**src/rtl/lpfb_pkg.sv**
```systemverilog
// ----------------------------------------------------------------------------
// lpfb_pkg: shared types for the LRU page frame buffer
// Field widths of the request and result words and the control-to-datapath
// command struct.
// ----------------------------------------------------------------------------
package lpfb_pkg;

    localparam int PAGE_W  = 31;
    localparam int FRAME_W = 4;

    typedef logic [PAGE_W-1:0]  t_page;
    typedef logic [FRAME_W-1:0] t_frame;

    // Commands from controller to datapath
    typedef struct packed {
        logic capture;  // latch the request word
        logic lookup;   // compare tags, pick the frame
        logic commit;   // update frames, load the result word
    } t_dp_cmd;

endpackage

```
**src/rtl/lru_page_frame_buffer.sv**
```systemverilog
// ----------------------------------------------------------------------------
// lru_page_frame_buffer: fully associative LRU buffer pool of page frames
// Looks up a disk page among FRAMES frames and reports the frame, hit, and
// any page replaced under least recently used order.
// ----------------------------------------------------------------------------
// Usage:
//   Request channel (i_in_valid / o_in_ready) carries one word: i_disk_page.
//   Result channel (o_out_valid / i_out_ready) returns one word per request:
//   o_frame (low 4 bits of the frame index), o_hit, o_evicted, and
//   o_evicted_page (zero unless a resident page was replaced).
//   An accepted request is captured, then passes the lookup and update
//   states; the update loads its result once the result register is free.
//   Each request takes a lookup step (parallel tag compare over all frames,
//   free/LRU frame select, victim tag RAM read) and an update step (rank
//   aging, tag write, result load). The next request is taken in the update
//   step when the result register is free to load.
//   Stall: if the result word is not taken, the update waits for the result
//   register and the request channel holds off ready; nothing is dropped.
//   Reset (i_rst_n low, synchronous): all frames empty, ranks zero, both
//   channels idle. No clearing pass is needed; valid bits clear at once.
// ----------------------------------------------------------------------------
module lru_page_frame_buffer #(
    parameter int FRAMES = 16
) (
    input  logic                i_clk,
    input  logic                i_rst_n,
    // request
    input  logic                i_in_valid,
    output logic                o_in_ready,
    input  lpfb_pkg::t_page     i_disk_page,
    // result
    output logic                o_out_valid,
    input  logic                i_out_ready,
    output lpfb_pkg::t_frame    o_frame,
    output logic                o_hit,
    output logic                o_evicted,
    output lpfb_pkg::t_page     o_evicted_page
);

    lpfb_pkg::t_dp_cmd cmd;

    // sequencer: idle -> lookup -> update
    lpfb_ctrl u_ctrl (
        .i_clk       (i_clk),
        .i_rst_n     (i_rst_n),
        .i_in_valid  (i_in_valid),
        .o_in_ready  (o_in_ready),
        .o_out_valid (o_out_valid),
        .i_out_ready (i_out_ready),
        .o_cmd       (cmd)
    );

    // frame table, LRU ranks, result word
    lpfb_dp #(
        .FRAMES (FRAMES)
    ) u_dp (
        .i_clk          (i_clk),
        .i_rst_n        (i_rst_n),
        .i_cmd          (cmd),
        .i_disk_page    (i_disk_page),
        .o_frame        (o_frame),
        .o_hit          (o_hit),
        .o_evicted      (o_evicted),
        .o_evicted_page (o_evicted_page)
    );

endmodule

```
**src/rtl/lpfb_ram.sv**
```systemverilog
// ----------------------------------------------------------------------------
// lpfb_ram: generic simple dual port RAM
// One write port, one read port, registered read data (old data on collision).
// ----------------------------------------------------------------------------
module lpfb_ram #(
    parameter int WIDTH = 8,
    parameter int DEPTH = 16
) (
    input  logic                     i_clk,
    input  logic                     i_we,
    input  logic [$clog2(DEPTH)-1:0] i_waddr,
    input  logic [WIDTH-1:0]         i_wdata,
    input  logic [$clog2(DEPTH)-1:0] i_raddr,
    output logic [WIDTH-1:0]         o_rdata
);

    logic [WIDTH-1:0] r_mem [DEPTH];
    logic [WIDTH-1:0] r_rdata;

    always_ff @(posedge i_clk) begin
        if (i_we) begin
            r_mem[i_waddr] <= i_wdata;
        end
        r_rdata <= r_mem[i_raddr];
    end

    assign o_rdata = r_rdata;

endmodule

```
**src/rtl/lpfb_ctrl.sv**
```systemverilog
// ----------------------------------------------------------------------------
// lpfb_ctrl: request sequencer
// Steps each request word through lookup and update, and owns the result
// word's valid flag.
// ----------------------------------------------------------------------------
module lpfb_ctrl (
    input  logic             i_clk,
    input  logic             i_rst_n,
    input  logic             i_in_valid,
    output logic             o_in_ready,
    output logic             o_out_valid,
    input  logic             i_out_ready,
    output lpfb_pkg::t_dp_cmd o_cmd
);

    typedef enum logic [1:0] {
        S_IDLE,
        S_LOOK,
        S_UPD
    } t_state;

    t_state r_state, n_state;
    logic   r_out_valid, n_out_valid;
    logic   can_load;
    logic   accept;

    // result register is free this cycle
    assign can_load   = !r_out_valid || i_out_ready;
    assign o_in_ready = (r_state == S_IDLE) || ((r_state == S_UPD) && can_load);
    assign accept     = i_in_valid && o_in_ready;

    always_comb begin
        n_state     = r_state;
        n_out_valid = r_out_valid && !i_out_ready;
        unique case (r_state)
            S_IDLE: begin
                if (accept) begin
                    n_state = S_LOOK;
                end
            end
            S_LOOK: begin
                n_state = S_UPD;
            end
            S_UPD: begin
                if (can_load) begin
                    n_out_valid = 1'b1;
                    n_state     = accept ? S_LOOK : S_IDLE;
                end
            end
            default: begin
                n_state = S_IDLE;
            end
        endcase
    end

    always_ff @(posedge i_clk) begin
        if (!i_rst_n) begin
            r_state     <= S_IDLE;
            r_out_valid <= 1'b0;
        end else begin
            r_state     <= n_state;
            r_out_valid <= n_out_valid;
        end
    end

    assign o_out_valid   = r_out_valid;
    assign o_cmd.capture = accept;
    assign o_cmd.lookup  = (r_state == S_LOOK);
    assign o_cmd.commit  = (r_state == S_UPD) && can_load;

endmodule

```
**src/rtl/lpfb_dp.sv**
```systemverilog
// ----------------------------------------------------------------------------
// lpfb_dp: frame table datapath
// Tag/valid/rank lanes with parallel compare, LRU rank aging, a tag RAM copy
// for reading the victim page, and the result word registers.
// ----------------------------------------------------------------------------
module lpfb_dp #(
    parameter int FRAMES = 16
) (
    input  logic                i_clk,
    input  logic                i_rst_n,
    input  lpfb_pkg::t_dp_cmd   i_cmd,
    input  lpfb_pkg::t_page     i_disk_page,
    output lpfb_pkg::t_frame    o_frame,
    output logic                o_hit,
    output logic                o_evicted,
    output lpfb_pkg::t_page     o_evicted_page
);

    localparam int IW = $clog2(FRAMES);

    typedef logic [IW-1:0] t_idx;

    lpfb_pkg::t_page r_page;
    lpfb_pkg::t_page r_tag [FRAMES];
    logic [FRAMES-1:0] r_valid;
    t_idx            r_rank [FRAMES];

    t_idx            r_frame;
    t_idx            r_limit;
    logic            r_hit;
    logic            r_evict;

    lpfb_pkg::t_frame r_o_frame;
    logic             r_o_hit;
    logic             r_o_evicted;
    lpfb_pkg::t_page  r_o_evicted_page;

    logic [FRAMES-1:0] match;
    logic [FRAMES-1:0] victim;
    logic              hit_any;
    logic              full;
    t_idx              hit_idx;
    t_idx              free_idx;
    t_idx              vic_idx;
    t_idx              sel_idx;
    t_idx              ram_raddr;
    lpfb_pkg::t_page   ram_rdata;

    // parallel tag compare; oldest frame holds rank FRAMES-1 when full
    always_comb begin
        for (int i = 0; i < FRAMES; i++) begin
            match[i]  = r_valid[i] && (r_tag[i] == r_page);
            victim[i] = r_valid[i] && (r_rank[i] == t_idx'(FRAMES - 1));
        end
    end

    assign hit_any = |match;
    assign full    = &r_valid;

    // lowest-index encoders
    always_comb begin
        hit_idx  = '0;
        free_idx = '0;
        vic_idx  = '0;
        for (int i = FRAMES - 1; i >= 0; i--) begin
            if (match[i]) begin
                hit_idx = t_idx'(i);
            end
            if (!r_valid[i]) begin
                free_idx = t_idx'(i);
            end
            if (victim[i]) begin
                vic_idx = t_idx'(i);
            end
        end
    end

    always_comb begin
        priority if (hit_any) begin
            sel_idx = hit_idx;
        end else if (!full) begin
            sel_idx = free_idx;
        end else begin
            sel_idx = vic_idx;
        end
    end

    // victim page read: address from lookup, then held through the update
    assign ram_raddr = i_cmd.lookup ? sel_idx : r_frame;

    lpfb_ram #(
        .WIDTH (lpfb_pkg::PAGE_W),
        .DEPTH (FRAMES)
    ) u_tag_ram (
        .i_clk   (i_clk),
        .i_we    (i_cmd.commit && !r_hit),
        .i_waddr (r_frame),
        .i_wdata (r_page),
        .i_raddr (ram_raddr),
        .o_rdata (ram_rdata)
    );

    // valid and recency state
    always_ff @(posedge i_clk) begin
        if (!i_rst_n) begin
            r_valid <= '0;
            for (int i = 0; i < FRAMES; i++) begin
                r_rank[i] <= '0;
            end
        end else if (i_cmd.commit) begin
            for (int i = 0; i < FRAMES; i++) begin
                if (t_idx'(i) == r_frame) begin
                    r_valid[i] <= 1'b1;
                    r_rank[i]  <= '0;
                end else if (r_valid[i] && (!r_hit || (r_rank[i] < r_limit))) begin
                    r_rank[i] <= r_rank[i] + t_idx'(1);
                end
            end
        end
    end

    // payload
    always_ff @(posedge i_clk) begin
        if (i_cmd.capture) begin
            r_page <= i_disk_page;
        end
        if (i_cmd.lookup) begin
            r_frame <= sel_idx;
            r_hit   <= hit_any;
            r_evict <= !hit_any && full;
            r_limit <= r_rank[hit_idx];
        end
        if (i_cmd.commit) begin
            r_tag[r_frame]   <= r_page;
            r_o_frame        <= lpfb_pkg::t_frame'(r_frame);
            r_o_hit          <= r_hit;
            r_o_evicted      <= r_evict;
            r_o_evicted_page <= r_evict ? ram_rdata : '0;
        end
    end

    assign o_frame        = r_o_frame;
    assign o_hit          = r_o_hit;
    assign o_evicted      = r_o_evicted;
    assign o_evicted_page = r_o_evicted_page;

`ifndef ASSERT_OFF
    a_one_victim: assert property (@(posedge i_clk) disable iff (!i_rst_n)
        (i_cmd.lookup && full) |-> $onehot(victim))
        else $error("ranks not distinct in a full table");

    a_unique_tag: assert property (@(posedge i_clk) disable iff (!i_rst_n)
        i_cmd.lookup |-> $onehot0(match))
        else $error("page resident in more than one frame");

    a_commit_mru: assert property (@(posedge i_clk) disable iff (!i_rst_n)
        i_cmd.commit |=> (r_valid[r_frame] && (r_rank[r_frame] == '0)))
        else $error("committed frame not valid and most recent");

    a_valid_grows: assert property (@(posedge i_clk) disable iff (!i_rst_n)
        $countones(r_valid) >= $countones($past(r_valid)))
        else $error("frame lost its valid bit");
`endif

endmodule
```
**config.mk**
```make
export PLATFORM = sky130hd
export DESIGN_NAME = lru_page_frame_buffer
export DESIGN_NICKNAME = d
export VERILOG_FILES = /design/src/rtl/lpfb_pkg.sv /design/src/rtl/lru_page_frame_buffer.sv /design/src/rtl/lpfb_ram.sv /design/src/rtl/lpfb_ctrl.sv /design/src/rtl/lpfb_dp.sv
export SDC_FILE = /design/constraint.sdc
export NUM_CORES = 1
export LEC_CHECK = 0
export BUFFER_PORTS_ARGS = -buffer_cell sky130_fd_sc_hd__buf_4
export CAP_MARGIN = 5
export CORE_MARGIN = 2
export CORE_UTILIZATION = 63
export DETAILED_ROUTE_END_ITERATION = 12
export PLACE_DENSITY = 0.78
export SKIP_LAST_GASP = 1
export SLEW_MARGIN = 20
export SYNTH_ARGS = -nofsm -noshare
export SYNTH_HDL_FRONTEND = slang
export SYNTH_SLANG_ARGS = --single-unit
```
**constraint.sdc**
```tcl
create_clock -name i_clk -period 6.75 [get_ports i_clk]
set_clock_uncertainty 0.2 [all_clocks]
set_input_delay 0.675 -clock i_clk [delete_from_list [all_inputs] [get_ports i_clk]]
set_output_delay 0.675 -clock i_clk [all_outputs]
set_load 0.05 [all_outputs]
```
==> run metrics <==
run status=complete, no violations; starting DRC count in detailed routing=4925; GR Util All Layers=approximately 33%; most frequent CP cell=sky130_fd_sc_hd__buf_4; share of final-layout standard cells stronger than drive strength 1=11.2%; Fmax achieved=roughly 170 MHz; mean post-synth cell area=roughly 14 um^2; HPWL after DPL=slightly above 80000 um; Final period util=between 80 and 90%; width of the die=296 um; area of the core=around 85000 um^2; clock tree from TritonCTS=done; detailed-routing iteration count for the pre-antenna-repair pass=6; largest cells by area after synthesis=sky130_fd_sc_hd__edfxtp_1 63%, sky130_fd_sc_hd__xnor2_1 7.7%, sky130_fd_sc_hd__mux2i_1 3.4%; worst max-slew margin expressed relative to the limit=approximately 26%; placer congestion estimate=~0.93; number of synthesis warnings=0; area share of the largest cell type after synthesis=around 63%; worst endpoint data arrival time=between 6 and 7 ns; critical path cell sequence=buf_4, xnor2_1, nor4b_1, and4_1, o211ai_1, a311oi_2, o211a_4, buf_12, buf_4, nor3b_1, a31oi_1, a221oi_1, or4_1; antenna viol nets, final=0; reported leakage power=about 0.02 uW; ratio of total power to cell area=268 nW/um^2; number of remaining DRC errors=0; Post-Route WL=145000 um; number of max-slew violations in the final report=0; sum of negative setup slack=0 ns; family with the most delay on the worst path=compound AO/OA/AOI/OAI gates; critical path type=flop to flop; I/O pin count=74; proportion of synthesized chip area in sequential cells=roughly two thirds; overflow left after global routing=0; area of combinational cells with multiple inputs=roughly 17000 um^2; per-cell via count in the routed design=between 6 and 7; PostCTS Resize Cnt=0; critical path's largest stage delay=approximately 1 ns; area of the die=between 80000 and 90000 um^2; Syn Std Cell Area=between 50000 and 60000 um^2; final setup violating endpoints=0; global-route wire length before repair=approximately 210000 um; instance count of the mapped netlist=roughly 3800; required time reported for the critical path endpoint=a little over 7 ns; Cell variety after synth=70; top-count cell post-synth=sky130_fd_sc_hd__edfxtp_1; number of buffers created by CTS=about 120; count of vias placed by the detailed router=roughly 35000; cell type with the largest total area after synthesis=sky130_fd_sc_hd__edfxtp_1; Clk Tree Root Cell=sky130_fd_sc_hd__clkbuf_16; number of flops mapped to enable cells by yosys=1130; starting density of the core=between 60 and 70%; # port buffers=73; via count of the first global-routing pass=roughly 34000; register cell area after layout=roughly 35000 um^2; Slowest cell on crit path=sky130_fd_sc_hd__edfxtp_1; number of H-tree branching levels=3; Area Overhead vs Synth=11.4%; Worst Hold Margin=between 0.04 and 0.05 ns; final count of hold timing violations=0; buffers and inverters on the worst path=3; number of nets at the end of the flow=approximately 4000; number of antenna violations at the first check in global routing=3; critical path peak fanout=46; pin count of the biggest net entering global routing=roughly 130; buffers inserted during post-CTS setup optimization=0; critical path launch point type=flop; fill cell instance count of the final layout=around 5500; routed length per instance=28.3 um; clock slew at the register clock pins of the worst setup and hold paths=0.06 ns; die outline height=slightly below 300 um; Worst setup EP type=flop; flip-flop and latch count after synthesis=1184; Worst Tran Pin Value=1.11 ns; number of maximum-capacitance violations=0; Worst Hold Class=primary input to flop; synth cell count leaders=1130 x sky130_fd_sc_hd__edfxtp_1, 471 x sky130_fd_sc_hd__xnor2_1, 252 x sky130_fd_sc_hd__nand4_1, 184 x sky130_fd_sc_hd__mux2i_1, 164 x sky130_fd_sc_hd__and3_1; fraction of registers with async set or reset after synthesis=0%; number of buffers on the longest clock path=3; unrepaired setup endpoints after global routing=false; placement row count=107; hold_buf cts=31; number of sinks on the clock net=1184; largest vdd supply drop=about 0.27 mV; minimum clock period after layout=between 5 and 6 ns; dominant register cell in the synthesized netlist=sky130_fd_sc_hd__edfxtp_1; clk_lat worst skew=around 0.7 ns; syn nets=around 3900
-- worst reg2reg max path, stage by stage, from the launching register on --
cell and delay (ns):
sky130_fd_sc_hd__edfxtp_1 1.02, sky130_fd_sc_hd__buf_4 0.41, sky130_fd_sc_hd__xnor2_1 0.18, sky130_fd_sc_hd__nor4b_1 0.47, sky130_fd_sc_hd__and4_1 0.34, sky130_fd_sc_hd__o211ai_1 0.21
sky130_fd_sc_hd__a311oi_2 0.55, sky130_fd_sc_hd__o211a_4 0.72, sky130_fd_sc_hd__buf_12 0.39, sky130_fd_sc_hd__buf_4 0.28, sky130_fd_sc_hd__nor3b_1 0.08, sky130_fd_sc_hd__a31oi_1 0.16
sky130_fd_sc_hd__a221oi_1 0.10, sky130_fd_sc_hd__or4_1 0.54
-- logic make-up (layout without fill, tap and decap cells) --
logic type | Yosys count | after routing | synth area share [%]
fa+ha+maj | 64 | 64 | 1.49
mux | 184 | 184 | 3.43
flops | 1184 | 1184 | 65.1
buf+inv | 288 | 493 | 3.01
xor+xnor | 518 | 518 | 8.44
simple gates | 1021 | 1021 | 11.4
compound gates | 513 | 513 | 7.06
other cells | 0 | 1 | 0
-- area by class of cell --
class | instances | area share (%)
clock inverters | 75 | 1.07
multi-input cells | 2300 | 29.0
diodes | 1 | 0.00418
repair buffers | 225 | 3.47
flip-flops and latches | 1184 | 58.5
clock buffers | 150 | 5.36
inverters | 43 | 0.274
well taps | 1144 | 2.39
-- sequential cells by signal, summed over array words and instances (netlist names) --
register	count
u_ctrl.o_out_valid	1
u_ctrl.r_state	2
u_dp.o_evicted	1
u_dp.o_evicted_page	31
u_dp.o_frame	4
u_dp.o_hit	1
u_dp.r_evict	1
u_dp.r_frame	4
u_dp.r_hit	1
u_dp.r_limit	4
u_dp.r_page	31
u_dp.r_rank	64
u_dp.r_tag	496
u_dp.r_valid	16
u_dp.u_tag_ram.o_rdata	31
u_dp.u_tag_ram.r_mem	496
-- routing by layer --
metal / global-route usage [%] / wire (um)
met3: 5.58 / 16300
met4: 12.2 / 4930
met1: 47.1 / 56400
met2: 51.5 / 67400
met5: 0 / 0
-- per-stage QoR --
| stage | utilization [%] | total power (uW) | cell area, um^2 | setup WS [ns] | cells |
|---|---|---|---|---|---|
| after floorplan | - | 9220 | 53800 | 0.663 | 3772 |
| after global placement | 65.6 | 9620 | 55700 | 1.22 | 4864 |
| after detailed placement | 65.6 | 9640 | 55700 | 1.14 | 4864 |
| after CTS | 70.5 | 16000 | 59900 | 1.12 | 5120 |
| after global routing | 70.5 | 16400 | 59900 | 0.828 | 5121 |
| final | 70.5 | 16000 | 59900 | 0.986 | 5122 |
-- final timing paths --
kind | from | end | slack (ns) | cells after the start
max reg2reg | u_dp.r_page[13]$_DFFE_PP_ | u_dp.u_tag_ram.o_rdata[12]$_DFF_P_ | 0.99 | 13
min reg2reg | u_dp.r_page[21]$_DFFE_PP_ | u_dp.r_tag[12][21]$_DFFE_PP_ | 0.28 | 0
max | u_dp.r_page[13]$_DFFE_PP_ | u_dp.u_tag_ram.o_rdata[12]$_DFF_P_ | 0.99 | 13
min | i_in_valid | u_ctrl.r_state[0]$_SDFFE_PN0P_ | 0.05 | 2
-- power by group --
group / leakage, uW / internal, uW / total (uW) / switching [uW]
Combinational: 0.00720 / 453 / 1280 / 825
Sequential: 0.0107 / 8160 / 8270 / 109
Clock: 0.00189 / 3700 / 6490 / 2790
Total: 0.0198 / 12300 / 16000 / 3730
-- cell usage in the layout, fill, tap and decap left out, types with 25 or more instances in the layout --
| master | Yosys | routed |
|---|---|---|
| sky130_fd_sc_hd__edfxtp_1 | 1130 | 1130 |
| sky130_fd_sc_hd__xnor2_1 | 471 | 471 |
| sky130_fd_sc_hd__nand4_1 | 252 | 252 |
| sky130_fd_sc_hd__mux2i_1 | 184 | 184 |
| sky130_fd_sc_hd__buf_4 | 40 | 169 |
| sky130_fd_sc_hd__and3_1 | 164 | 164 |
| sky130_fd_sc_hd__nor3b_1 | 124 | 124 |
| sky130_fd_sc_hd__clkbuf_16 | 0 | 121 |
| sky130_fd_sc_hd__a31oi_1 | 96 | 96 |
| sky130_fd_sc_hd__a211oi_1 | 95 | 95 |
| sky130_fd_sc_hd__a221oi_1 | 94 | 94 |
| sky130_fd_sc_hd__nor2_1 | 99 | 82 |
| sky130_fd_sc_hd__nand2_1 | 76 | 75 |
| sky130_fd_sc_hd__ha_1 | 64 | 64 |
| sky130_fd_sc_hd__nor4_1 | 62 | 62 |
| sky130_fd_sc_hd__a21oi_1 | 59 | 58 |
| sky130_fd_sc_hd__nand2b_1 | 57 | 56 |
| sky130_fd_sc_hd__dfxtp_1 | 54 | 53 |
| sky130_fd_sc_hd__xor2_1 | 47 | 47 |
| sky130_fd_sc_hd__nand3_1 | 43 | 42 |
| sky130_fd_sc_hd__inv_1 | 43 | 37 |
| sky130_fd_sc_hd__and2_1 | 36 | 34 |
| sky130_fd_sc_hd__or4_1 | 34 | 34 |
| sky130_fd_sc_hd__a31o_2 | 31 | 31 |
| sky130_fd_sc_hd__o41ai_1 | 31 | 31 |
| sky130_fd_sc_hd__dlygate4sd3_1 | 0 | 31 |
| sky130_fd_sc_hd__clkinv_1 | 0 | 29 |
| sky130_fd_sc_hd__clkinv_2 | 0 | 27 |
| sky130_fd_sc_hd__buf_12 | 1 | 25 |
Note: power is estimated with default switching activity, not from simulation.
